$ cat src/hw/rtl/cos_pkg.sv
`timescale 1ns / 1ps

package cos_pkg;

    // Sweep and history geometry
    localparam int NUM_CHANNELS  = 126;
    localparam int SAMPLES       = 16;
    localparam int HISTORY_DEPTH = 128;

    // Field widths
    localparam int CH_W     = 7;
    localparam int HITS_W   = 8;
    localparam int IDX_W    = 8;
    localparam int HEIGHT_W = 6;
    localparam int COL_W    = 7;
    localparam int SCALE_W  = 6;

    // Width of the hits by full-scale product
    localparam int PROD_W = HITS_W + SCALE_W;

    // History addressing; the column is widened so that depths up to 511 compare cleanly
    localparam int HIST_IDX_W = (HISTORY_DEPTH > 1) ? $clog2(HISTORY_DEPTH) : 1;
    localparam int COL_EXT_W  = 9;

    // Output queue
    localparam int OQ_DEPTH = 4;
    localparam int OQ_PTR_W = $clog2(OQ_DEPTH);
    localparam int OQ_CNT_W = $clog2(OQ_DEPTH + 1);

    localparam logic [SCALE_W-1:0]  FULL_SCALE_RESET = 6'd55;
    localparam logic [HEIGHT_W-1:0] HEIGHT_MAX       = 6'd63;
    localparam logic [HITS_W-1:0]   HITS_MAX         = 8'd255;

    // Request actions
    typedef enum logic [1:0] {
        ACT_SAMPLE = 2'd0,
        ACT_PAUSE  = 2'd1,
        ACT_EXIT   = 2'd2,
        ACT_READ   = 2'd3
    } t_action;

    // Result kinds
    localparam logic [1:0] KIND_COUNT   = 2'd0;
    localparam logic [1:0] KIND_SUMMARY = 2'd1;
    localparam logic [1:0] KIND_HIST    = 2'd2;

    typedef struct packed {
        t_action            action;
        logic               carrier_seen;
        logic [COL_W-1:0]   column;
    } t_in_item;

    typedef struct packed {
        logic [1:0]          kind;
        logic [CH_W-1:0]     channel;
        logic [HITS_W-1:0]   hit_count;
        logic [HEIGHT_W-1:0] bar_height;
        logic                is_last;
    } t_out_item;

    // Control from the sweep logic to the history row
    typedef struct packed {
        logic                push;
        logic [HEIGHT_W-1:0] height;
        logic [COL_W-1:0]    column;
    } t_hist_ctrl;

endpackage

$ cat src/hw/rtl/cos_cell.sv
`timescale 1ns / 1ps

module cos_cell (
    input  logic                         i_clk,
    input  logic                         i_rst_n,
    input  logic                         i_shift,
    input  logic [cos_pkg::HEIGHT_W-1:0] i_data,
    output logic [cos_pkg::HEIGHT_W-1:0] o_data
);

    logic [cos_pkg::HEIGHT_W-1:0] r_height;

    // Take the neighbour's height on a push, hold otherwise
    always_ff @(posedge i_clk) begin
        if (!i_rst_n) begin
            r_height <= '0;
        end else if (i_shift) begin
            r_height <= i_data;
        end
    end

    assign o_data = r_height;

endmodule

$ cat src/hw/rtl/cos_chain.sv
`timescale 1ns / 1ps

module cos_chain (
    input  logic                         i_clk,
    input  logic                         i_rst_n,
    input  cos_pkg::t_hist_ctrl          i_ctrl,
    output logic [cos_pkg::HEIGHT_W-1:0] o_rd_height
);

    logic [cos_pkg::HEIGHT_W-1:0]   w_cell [cos_pkg::HISTORY_DEPTH];
    logic [cos_pkg::COL_EXT_W-1:0]  w_col_ext;
    logic                           w_in_range;
    logic [cos_pkg::HIST_IDX_W-1:0] w_idx;

    // Row of cells: cell 0 is the oldest, the newest height enters at the far end
    for (genvar g = 0; g < cos_pkg::HISTORY_DEPTH; g++) begin : g_cell
        logic [cos_pkg::HEIGHT_W-1:0] w_feed;

        if (g == cos_pkg::HISTORY_DEPTH - 1) begin : g_tail
            assign w_feed = i_ctrl.height;
        end else begin : g_body
            assign w_feed = w_cell[g+1];
        end

        cos_cell u_cell (
            .i_clk   (i_clk),
            .i_rst_n (i_rst_n),
            .i_shift (i_ctrl.push),
            .i_data  (w_feed),
            .o_data  (w_cell[g])
        );
    end

    // Select the requested column; columns past the row read as zero
    assign w_col_ext  = cos_pkg::COL_EXT_W'(i_ctrl.column);
    assign w_in_range = (w_col_ext < cos_pkg::COL_EXT_W'(cos_pkg::HISTORY_DEPTH));
    assign w_idx      = w_col_ext[cos_pkg::HIST_IDX_W-1:0];

    always_comb begin
        if (w_in_range) begin
            o_rd_height = w_cell[w_idx];
        end else begin
            o_rd_height = '0;
        end
    end

endmodule

$ cat src/hw/rtl/cos_out_queue.sv
`timescale 1ns / 1ps

module cos_out_queue (
    input  logic               i_clk,
    input  logic               i_rst_n,
    input  logic               i_push0,
    input  logic               i_push1,
    input  cos_pkg::t_out_item i_data0,
    input  cos_pkg::t_out_item i_data1,
    output logic               o_room2,
    output logic               o_valid,
    input  logic               i_ready,
    output cos_pkg::t_out_item o_data
);

    cos_pkg::t_out_item             r_entry [cos_pkg::OQ_DEPTH];
    logic [cos_pkg::OQ_PTR_W-1:0]   r_wr_ptr;
    logic [cos_pkg::OQ_PTR_W-1:0]   r_rd_ptr;
    logic [cos_pkg::OQ_CNT_W-1:0]   r_count;
    logic [cos_pkg::OQ_PTR_W-1:0]   w_wr_ptr1;
    logic                           w_pop;
    logic [cos_pkg::OQ_CNT_W-1:0]   w_n_pushed;

    assign w_wr_ptr1  = r_wr_ptr + cos_pkg::OQ_PTR_W'(1);
    assign w_pop      = o_valid && i_ready;
    assign w_n_pushed = cos_pkg::OQ_CNT_W'(i_push0) + cos_pkg::OQ_CNT_W'(i_push1);

    // Store up to two results a cycle
    always_ff @(posedge i_clk) begin
        if (i_push0) begin
            r_entry[r_wr_ptr] <= i_data0;
        end
        if (i_push1) begin
            r_entry[w_wr_ptr1] <= i_data1;
        end
    end

    // Advance pointers and occupancy
    always_ff @(posedge i_clk) begin
        if (!i_rst_n) begin
            r_wr_ptr <= '0;
            r_rd_ptr <= '0;
            r_count  <= '0;
        end else begin
            r_wr_ptr <= r_wr_ptr + w_n_pushed[cos_pkg::OQ_PTR_W-1:0];
            if (w_pop) begin
                r_rd_ptr <= r_rd_ptr + cos_pkg::OQ_PTR_W'(1);
            end
            r_count <= r_count + w_n_pushed - cos_pkg::OQ_CNT_W'(w_pop);
        end
    end

    assign o_valid = (r_count != '0);
    assign o_data  = r_entry[r_rd_ptr];
    assign o_room2 = (r_count <= cos_pkg::OQ_CNT_W'(cos_pkg::OQ_DEPTH - 2));

endmodule

$ cat src/hw/rtl/channel_occupancy_scanner_unit.sv
`timescale 1ns / 1ps

// Channel occupancy scanner.
// Input channel (i_in_valid / o_in_ready / i_in_item): one request per cycle while ready, either a
// carrier-detect sample, a pause toggle, an exit to idle or a history column read.
// Samples arrive channel by channel in sweep order, SAMPLES per channel.
// Output channel (o_out_valid / i_out_ready / o_out_item): a count for every finished
// channel, a summary after the last channel of a sweep, and read data for column reads.
// Config channel (i_cfg_valid / o_cfg_ready / i_cfg_data): full-scale bar height, always
// ready; write it only while the block is idle.
// Results: with the output queue empty, the first result is valid in the cycle after the
// request is accepted; a sweep summary is queued with its channel count, directly behind it.
// Throughput: one request per cycle. The limit is the four-entry output queue: a request
// is taken while it has two free entries, since a sweep end yields two results.
// Receiver stall: results collect in the queue and o_in_ready falls once fewer than two
// entries are free; it rises again as results are taken.
// Reset (synchronous, active low): idle, sweep at channel 0, counts and active channel
// cleared, full scale 55, and every history cell cleared in the same cycle.
// History: a row of HISTORY_DEPTH cells shifted on each sweep end, column 0 oldest.
module channel_occupancy_scanner_unit (
    input  logic                        i_clk,
    input  logic                        i_rst_n,
    input  logic                        i_in_valid,
    output logic                        o_in_ready,
    input  cos_pkg::t_in_item           i_in_item,
    output logic                        o_out_valid,
    input  logic                        i_out_ready,
    output cos_pkg::t_out_item          o_out_item,
    input  logic                        i_cfg_valid,
    output logic                        o_cfg_ready,
    input  logic [cos_pkg::SCALE_W-1:0] i_cfg_data
);

    typedef enum logic [1:0] {
        MODE_IDLE,
        MODE_SCANNING,
        MODE_PAUSED
    } t_mode_e;

    t_mode_e                       r_mode,        n_mode;
    logic                          r_pause,       n_pause;
    logic [cos_pkg::CH_W-1:0]      r_sweep_ch,    n_sweep_ch;
    logic [cos_pkg::IDX_W-1:0]     r_sample_idx,  n_sample_idx;
    logic [cos_pkg::HITS_W-1:0]    r_ch_hits,     n_ch_hits;
    logic [cos_pkg::HITS_W-1:0]    r_best_hits,   n_best_hits;
    logic [cos_pkg::CH_W-1:0]      r_active_ch,   n_active_ch;
    logic [cos_pkg::SCALE_W-1:0]   r_full_scale;

    logic                          w_accept;
    logic                          w_count_en;
    logic [cos_pkg::HITS_W-1:0]    w_hits_new;
    logic [cos_pkg::IDX_W-1:0]     w_idx_inc;
    logic                          w_chan_done;
    logic                          w_sweep_done;
    logic                          w_beat;
    logic [cos_pkg::HITS_W-1:0]    w_best_new;
    logic [cos_pkg::CH_W-1:0]      w_active_new;
    logic [cos_pkg::PROD_W-1:0]    w_prod;
    logic [cos_pkg::PROD_W-1:0]    w_quot;
    logic [cos_pkg::HEIGHT_W-1:0]  w_height;
    logic [cos_pkg::HEIGHT_W-1:0]  w_rd_height;
    logic                          w_room2;
    logic                          w_push0;
    logic                          w_push1;
    cos_pkg::t_out_item            w_res0;
    cos_pkg::t_out_item            w_res1;
    cos_pkg::t_hist_ctrl           w_hist_ctrl;

    assign o_in_ready  = w_room2;
    assign o_cfg_ready = 1'b1;
    assign w_accept    = i_in_valid && o_in_ready;

    // Samples count unless paused; a sample taken in idle starts the scan and clears the pause
    assign w_count_en = (r_mode == MODE_IDLE) || !r_pause;

    // Channel counters
    always_comb begin
        if (i_in_item.carrier_seen && (r_ch_hits != cos_pkg::HITS_MAX)) begin
            w_hits_new = r_ch_hits + cos_pkg::HITS_W'(1);
        end else begin
            w_hits_new = r_ch_hits;
        end
    end

    assign w_idx_inc    = r_sample_idx + cos_pkg::IDX_W'(1);
    assign w_chan_done  = (w_idx_inc >= cos_pkg::IDX_W'(cos_pkg::SAMPLES));
    assign w_sweep_done = ((cos_pkg::IDX_W'(r_sweep_ch) + cos_pkg::IDX_W'(1))
                           >= cos_pkg::IDX_W'(cos_pkg::NUM_CHANNELS));

    // Best channel: first one with a strictly greater count wins
    assign w_beat       = (w_hits_new > r_best_hits);
    assign w_best_new   = w_beat ? w_hits_new : r_best_hits;
    assign w_active_new = w_beat ? r_sweep_ch : r_active_ch;

    // Bar height, truncated and clipped to the display range
    assign w_prod = cos_pkg::PROD_W'(w_best_new) * cos_pkg::PROD_W'(r_full_scale);
    assign w_quot = w_prod / cos_pkg::PROD_W'(cos_pkg::SAMPLES);

    always_comb begin
        if (w_quot > cos_pkg::PROD_W'(cos_pkg::HEIGHT_MAX)) begin
            w_height = cos_pkg::HEIGHT_MAX;
        end else begin
            w_height = w_quot[cos_pkg::HEIGHT_W-1:0];
        end
    end

    // Decode the request and form its results
    always_comb begin
        n_mode       = r_mode;
        n_pause      = r_pause;
        n_sweep_ch   = r_sweep_ch;
        n_sample_idx = r_sample_idx;
        n_ch_hits    = r_ch_hits;
        n_best_hits  = r_best_hits;
        n_active_ch  = r_active_ch;
        w_push0      = 1'b0;
        w_push1      = 1'b0;
        w_res0       = '0;
        w_res1       = '0;
        w_hist_ctrl.push   = 1'b0;
        w_hist_ctrl.height = w_height;
        w_hist_ctrl.column = i_in_item.column;

        if (w_accept) begin
            unique case (i_in_item.action)
                cos_pkg::ACT_PAUSE: begin
                    n_pause = !r_pause;
                    n_mode  = r_pause ? MODE_SCANNING : MODE_PAUSED;
                end
                cos_pkg::ACT_EXIT: begin
                    n_mode       = MODE_IDLE;
                    n_sweep_ch   = '0;
                    n_sample_idx = '0;
                    n_ch_hits    = '0;
                    n_best_hits  = '0;
                end
                cos_pkg::ACT_READ: begin
                    w_push0           = 1'b1;
                    w_res0.kind       = cos_pkg::KIND_HIST;
                    w_res0.bar_height = w_rd_height;
                    w_res0.is_last    = 1'b1;
                end
                cos_pkg::ACT_SAMPLE: begin
                    if (r_mode == MODE_IDLE) begin
                        n_mode  = MODE_SCANNING;
                        n_pause = 1'b0;
                    end
                    if (w_count_en) begin
                        if (!w_chan_done) begin
                            n_sample_idx = w_idx_inc;
                            n_ch_hits    = w_hits_new;
                        end else begin
                            n_sample_idx     = '0;
                            n_ch_hits        = '0;
                            w_push0          = 1'b1;
                            w_res0.kind      = cos_pkg::KIND_COUNT;
                            w_res0.channel   = r_sweep_ch;
                            w_res0.hit_count = w_hits_new;
                            w_res0.is_last   = !w_sweep_done;
                            if (!w_sweep_done) begin
                                n_sweep_ch  = r_sweep_ch + cos_pkg::CH_W'(1);
                                n_best_hits = w_best_new;
                                n_active_ch = w_active_new;
                            end else begin
                                n_sweep_ch        = '0;
                                n_best_hits       = '0;
                                n_active_ch       = w_active_new;
                                w_hist_ctrl.push  = 1'b1;
                                w_push1           = 1'b1;
                                w_res1.kind       = cos_pkg::KIND_SUMMARY;
                                w_res1.channel    = w_active_new;
                                w_res1.hit_count  = w_best_new;
                                w_res1.bar_height = w_height;
                                w_res1.is_last    = 1'b1;
                            end
                        end
                    end
                end
            endcase
        end
    end

    // Hold sweep state
    always_ff @(posedge i_clk) begin
        if (!i_rst_n) begin
            r_mode       <= MODE_IDLE;
            r_pause      <= 1'b0;
            r_sweep_ch   <= '0;
            r_sample_idx <= '0;
            r_ch_hits    <= '0;
            r_best_hits  <= '0;
            r_active_ch  <= '0;
            r_full_scale <= cos_pkg::FULL_SCALE_RESET;
        end else begin
            r_mode       <= n_mode;
            r_pause      <= n_pause;
            r_sweep_ch   <= n_sweep_ch;
            r_sample_idx <= n_sample_idx;
            r_ch_hits    <= n_ch_hits;
            r_best_hits  <= n_best_hits;
            r_active_ch  <= n_active_ch;
            if (i_cfg_valid && o_cfg_ready) begin
                r_full_scale <= i_cfg_data;
            end
        end
    end

    cos_chain u_chain (
        .i_clk       (i_clk),
        .i_rst_n     (i_rst_n),
        .i_ctrl      (w_hist_ctrl),
        .o_rd_height (w_rd_height)
    );

    cos_out_queue u_out_queue (
        .i_clk   (i_clk),
        .i_rst_n (i_rst_n),
        .i_push0 (w_push0),
        .i_push1 (w_push1),
        .i_data0 (w_res0),
        .i_data1 (w_res1),
        .o_room2 (w_room2),
        .o_valid (o_out_valid),
        .i_ready (i_out_ready),
        .o_data  (o_out_item)
    );

endmodule

$ cat config.mk
export PLATFORM = sky130hd
export DESIGN_NAME = channel_occupancy_scanner_unit
export DESIGN_NICKNAME = d
export VERILOG_FILES = /design/src/hw/rtl/cos_pkg.sv /design/src/hw/rtl/cos_cell.sv /design/src/hw/rtl/cos_chain.sv /design/src/hw/rtl/cos_out_queue.sv /design/src/hw/rtl/channel_occupancy_scanner_unit.sv
export SDC_FILE = /design/constraint.sdc
export NUM_CORES = 2
export LEC_CHECK = 0
export BUFFER_PORTS_ARGS = -buffer_cell sky130_fd_sc_hd__buf_2
export CORE_MARGIN = 2
export CORE_UTILIZATION = 60
export CTS_BUF_LIST = sky130_fd_sc_hd__clkbuf_8
export CTS_CLUSTER_DIAMETER = 120
export DETAILED_ROUTE_END_ITERATION = 7
export GPL_ROUTABILITY_DRIVEN = 0
export PLACE_DENSITY = 0.85
export SLEW_MARGIN = 40
export SYNTH_ARGS = -nofsm -noshare
export SYNTH_HDL_FRONTEND = slang
export SYNTH_SLANG_ARGS = --single-unit
$ cat constraint.sdc
create_clock -name i_clk -period 21 [get_ports i_clk]
set_input_delay 4.2 -clock i_clk [delete_from_list [all_inputs] [get_ports i_clk]]
set_output_delay 4.2 -clock i_clk [all_outputs]
set_load 0.1 [all_outputs]
==> flow_metrics.env <==
export IMPL_status="complete, no violations"
export IMPL_grt_pass1_wl_um=152000
export IMPL_die_h_um=266
export IMPL_initial_utilization_pct=60.3
export IMPL_ctsResizeCount=0
export IMPL_rsz0062_at_grt="false"
export IMPL_worstSetupEndpoint="u_out_queue.r_entry[3][1]$_DFFE_PP_"
export IMPL_syn_to_final_growth_pct=8.10
export IMPL_core_area_um2=68300
export IMPL_netlist_instances=4571
export IMPL_fp_dieW_um=266
export IMPL_max_freq_mhz=85.3
export IMPL_p_leak_nw=14.8
export IMPL_drive_gt1_share_pct=12.5
export IMPL_nFillCells=5095
export IMPL_ys_warn_count=0
export IMPL_antenna_left=0
export IMPL_vias_per_cell=5.99
export IMPL_fin_skew_ps=37.0
export IMPL_first_global_vias=30752
export IMPL_relSlewSlack_pct=42.9
export IMPL_hold_buffers=0
export IMPL_drtIter0Drc=3596
export IMPL_netlist_area_um2=41200
export IMPL_fin_tns_setup_ps=0
export IMPL_pre_cts_ws_ps=8410
export IMPL_drv_cap=0
export IMPL_place_area_um2=41700
export IMPL_cpPeakStageDelay_ps=650
export IMPL_slew_viol_final=0
export IMPL_cts_tree="done"
export IMPL_fin_cells=5436
export IMPL_post_route_period_util_pct=55.8
export IMPL_synth_area_top_cells="dfxtp_1 (40%), nand2_1 (15%), mux4_2 (13%), a21oi_1 (9.7%), edfxtp_1 (6.7%)"
export IMPL_path_cells="buf_2 > nand4_1 > nor3b_1 > xor2_1 > ha_1 > a211o_1 > o211ai_2 > or2b_2 > o22ai_4 > mux2i_2 > nor2b_1 > fa_1 > fa_1 > inv_1 > fa_1 > inv_1 > ha_1 > nand2_1 > or3_1 > or4_4 > o2111a_1 > or3_1 > nor4b_4 > o22ai_1"
export IMPL_rrSetupSlack_ps=12190
export IMPL_wl_per_cell_um=17.1
export IMPL_dpl_cell_count=5182
export IMPL_synth_top_area_share_pct=40.2
export IMPL_grt_max_degree=190
export IMPL_reg2reg_depth=24
export IMPL_ios=48
export IMPL_path_class="primary input to flop"
export IMPL_worstHoldPathType="flop to flop"
export IMPL_final_nets=4536
export IMPL_clock_latency_ps=800
export IMPL_finalCriticalPeriod_ps=11730
export IMPL_ir_drop_mv=0.0817
export IMPL_dr_total_vias=32580
export IMPL_postCtsSetupBuffers=0
export IMPL_die_area_um2=70800
export IMPL_path_common_cell="fa_1"
export IMPL_synth_async_reset_ratio_pct=0
export IMPL_portBuffers=46
export IMPL_ys_ff_latch=920
export IMPL_antenna_found_initial=2
export IMPL_start_kind="primary input"
export IMPL_grt_overflow=0
export IMPL_yosysTopAreaCell="dfxtp_1"
export IMPL_syn_nets=4658
export IMPL_setup_slack_ps=9270
export IMPL_dp_hpwl_um=55000
export IMPL_cts_max_path_buffers=3
export IMPL_synth_seq_area_share_pct=46.9
export IMPL_num_rows=96
export IMPL_r2r_end="u_out_queue.r_entry[3][1]$_DFFE_PP_"
export IMPL_synth_edf_count=92
export IMPL_critPathCaptureType="flop"
export IMPL_drt_first_pass_iters=7
export IMPL_r2r_start="r_ch_hits[0]$_SDFFE_PN0P_"
export IMPL_power_total_mw=3.72
export IMPL_drt_total_wl_um=92900
export IMPL_cp_data_arrival_time_ps=12240
export IMPL_final_area_um2=44500
export IMPL_synthFlopType="dfxtp_1"
export IMPL_cp_max_fo=21
export IMPL_track_usage_pct=26.0
export IMPL_cts_clk_slew_worst_paths_ps=60
export IMPL_worstMarginPinSlew_ps=848
export IMPL_cp_required_ps=21510
export IMPL_cts_root_buf="clkbuf_8"
export IMPL_layout_common_cells="nand2_1 (1600), dfxtp_1 (828), a21oi_1 (802)"
export IMPL_synth_area_per_cell_um2=9.02
export IMPL_setup_viol=0
export IMPL_remaining_drc_errors=0
export IMPL_layout_commonest_cell="nand2_1"
export IMPL_powerDensity_nw_per_um2=83.6
export IMPL_cp_startpoint="i_in_item[7]"
export IMPL_slowest_stage="o22ai_4"
export IMPL_h_tree_depth=4
export IMPL_clock_sinks=920
export IMPL_ys_types=78
export IMPL_cts_buffers=146
export IMPL_finalHoldViolCount=0
registers in the layout, indices dropped and copies added (netlist names), 2 cells and up, named ones only:
signal	count
u_out_queue.r_wr_ptr	2
r_active_ch	7
r_sample_idx	8
r_best_hits	8
u_out_queue.r_count	3
r_full_scale	6
u_out_queue.r_entry	96
u_out_queue.r_rd_ptr	2
r_sweep_ch	7
r_ch_hits	8
r_mode	2
u_chain.g_cell.u_cell.o_data	768
critical path, delay by kind of cell:
family / cells / cell delay, ps
compound gates: 5 / 1460
simple gates: 9 / 3160
xor+xnor: 1 / 300
mux: 1 / 590
buf+inv: 3 / 210
fa+ha+maj: 5 / 2290
cells by family after synthesis:
| family | share of synthesized area [%] |
|---|---|
| AO/OA/AOI/OAI | 13.3 |
| XOR/XNOR | 0.404 |
| adder cells (fa/ha/maj) | 2.50 |
| buffers and inverters | 4.42 |
| flip-flops | 46.9 |
| multiplexers | 14.6 |
| other | 0.00910 |
| AND/OR/NAND/NOR | 17.8 |
Yosys cell counts, drive strengths merged, types with 15 or more instances:
library cell / instances
nand2: 1602
dfxtp: 828
a21oi: 803
clkbuf: 243
mux4: 240
buf: 128
edfxtp: 92
o22ai: 89
inv: 57
mux2i: 57
nor2b: 57
nor2: 46
ha: 40
o21ai: 38
nand3: 27
fa: 26
nand2b: 19
a22oi: 17
o211ai: 15
xnor2: 15
stage by stage:
| stage | utilization (%) | hold WS (ps) |
|---|---|---|
| 3_5_place_dp | 61.1 | 449 |
| 3_3_place_gp | 60.5 | 439 |
| 5_1_grt | 65.2 | 469 |
| 4_1_cts | 65.1 | 443 |
| 2_1_floorplan | - | 433 |
| 6_report | 65.2 | 436 |
routing by layer:
layer	track usage (%)	routed length, µm	vias to the layer above
met5	0	0	-
met2	43.1	46000	1179
met4	9.55	2190	0
met3	5.11	6690	187
met1	34.0	38000	15748
li1	-	-	15466
where the power goes:
part / total [mW] / internal, mW / switching, mW
logic: 0.468 / 0.133 / 0.335
registers: 1.79 / 1.78 / 0.0140
clock network: 1.46 / 0.758 / 0.702
how the worst min path moves through the flow:
stage,from,endpoint,slack [ps],cells after the start
finish,u_chain.g_cell[74].u_cell.o_data[1]$_SDFFE_PN0P_,u_chain.g_cell[73].u_cell.o_data[1]$_SDFFE_PN0P_,440,2
global route,u_chain.g_cell[46].u_cell.o_data[5]$_SDFFE_PN0P_,u_chain.g_cell[45].u_cell.o_data[5]$_SDFFE_PN0P_,470,2
CTS,u_chain.g_cell[46].u_cell.o_data[5]$_SDFFE_PN0P_,u_chain.g_cell[45].u_cell.o_data[5]$_SDFFE_PN0P_,440,2
detailed placement,u_chain.g_cell[0].u_cell.o_data[1]$_SDFFE_PN0P_,u_chain.g_cell[0].u_cell.o_data[1]$_SDFFE_PN0P_,450,2
global placement,u_chain.g_cell[0].u_cell.o_data[1]$_SDFFE_PN0P_,u_chain.g_cell[0].u_cell.o_data[1]$_SDFFE_PN0P_,440,2
floorplan,u_chain.g_cell[0].u_cell.o_data[0]$_SDFFE_PN0P_,u_chain.g_cell[0].u_cell.o_data[0]$_SDFFE_PN0P_,430,2
area by class of cell:
| class | count | area (µm²) | area share [%] |
|---|---|---|---|
| inverter | 57 | 234 | 0.525 |
| sequential | 920 | 19300 | 43.4 |
| timing repair buffer | 101 | 1010 | 2.27 |
| antenna | 2 | 5.00 | 0.0112 |
| clock buffer | 173 | 2380 | 5.35 |
| multi-input combinational | 3223 | 20100 | 45.1 |
| tap | 882 | 1100 | 2.48 |
| clock inverter | 78 | 384 | 0.862 |
Power figures use the tool's default switching activity.
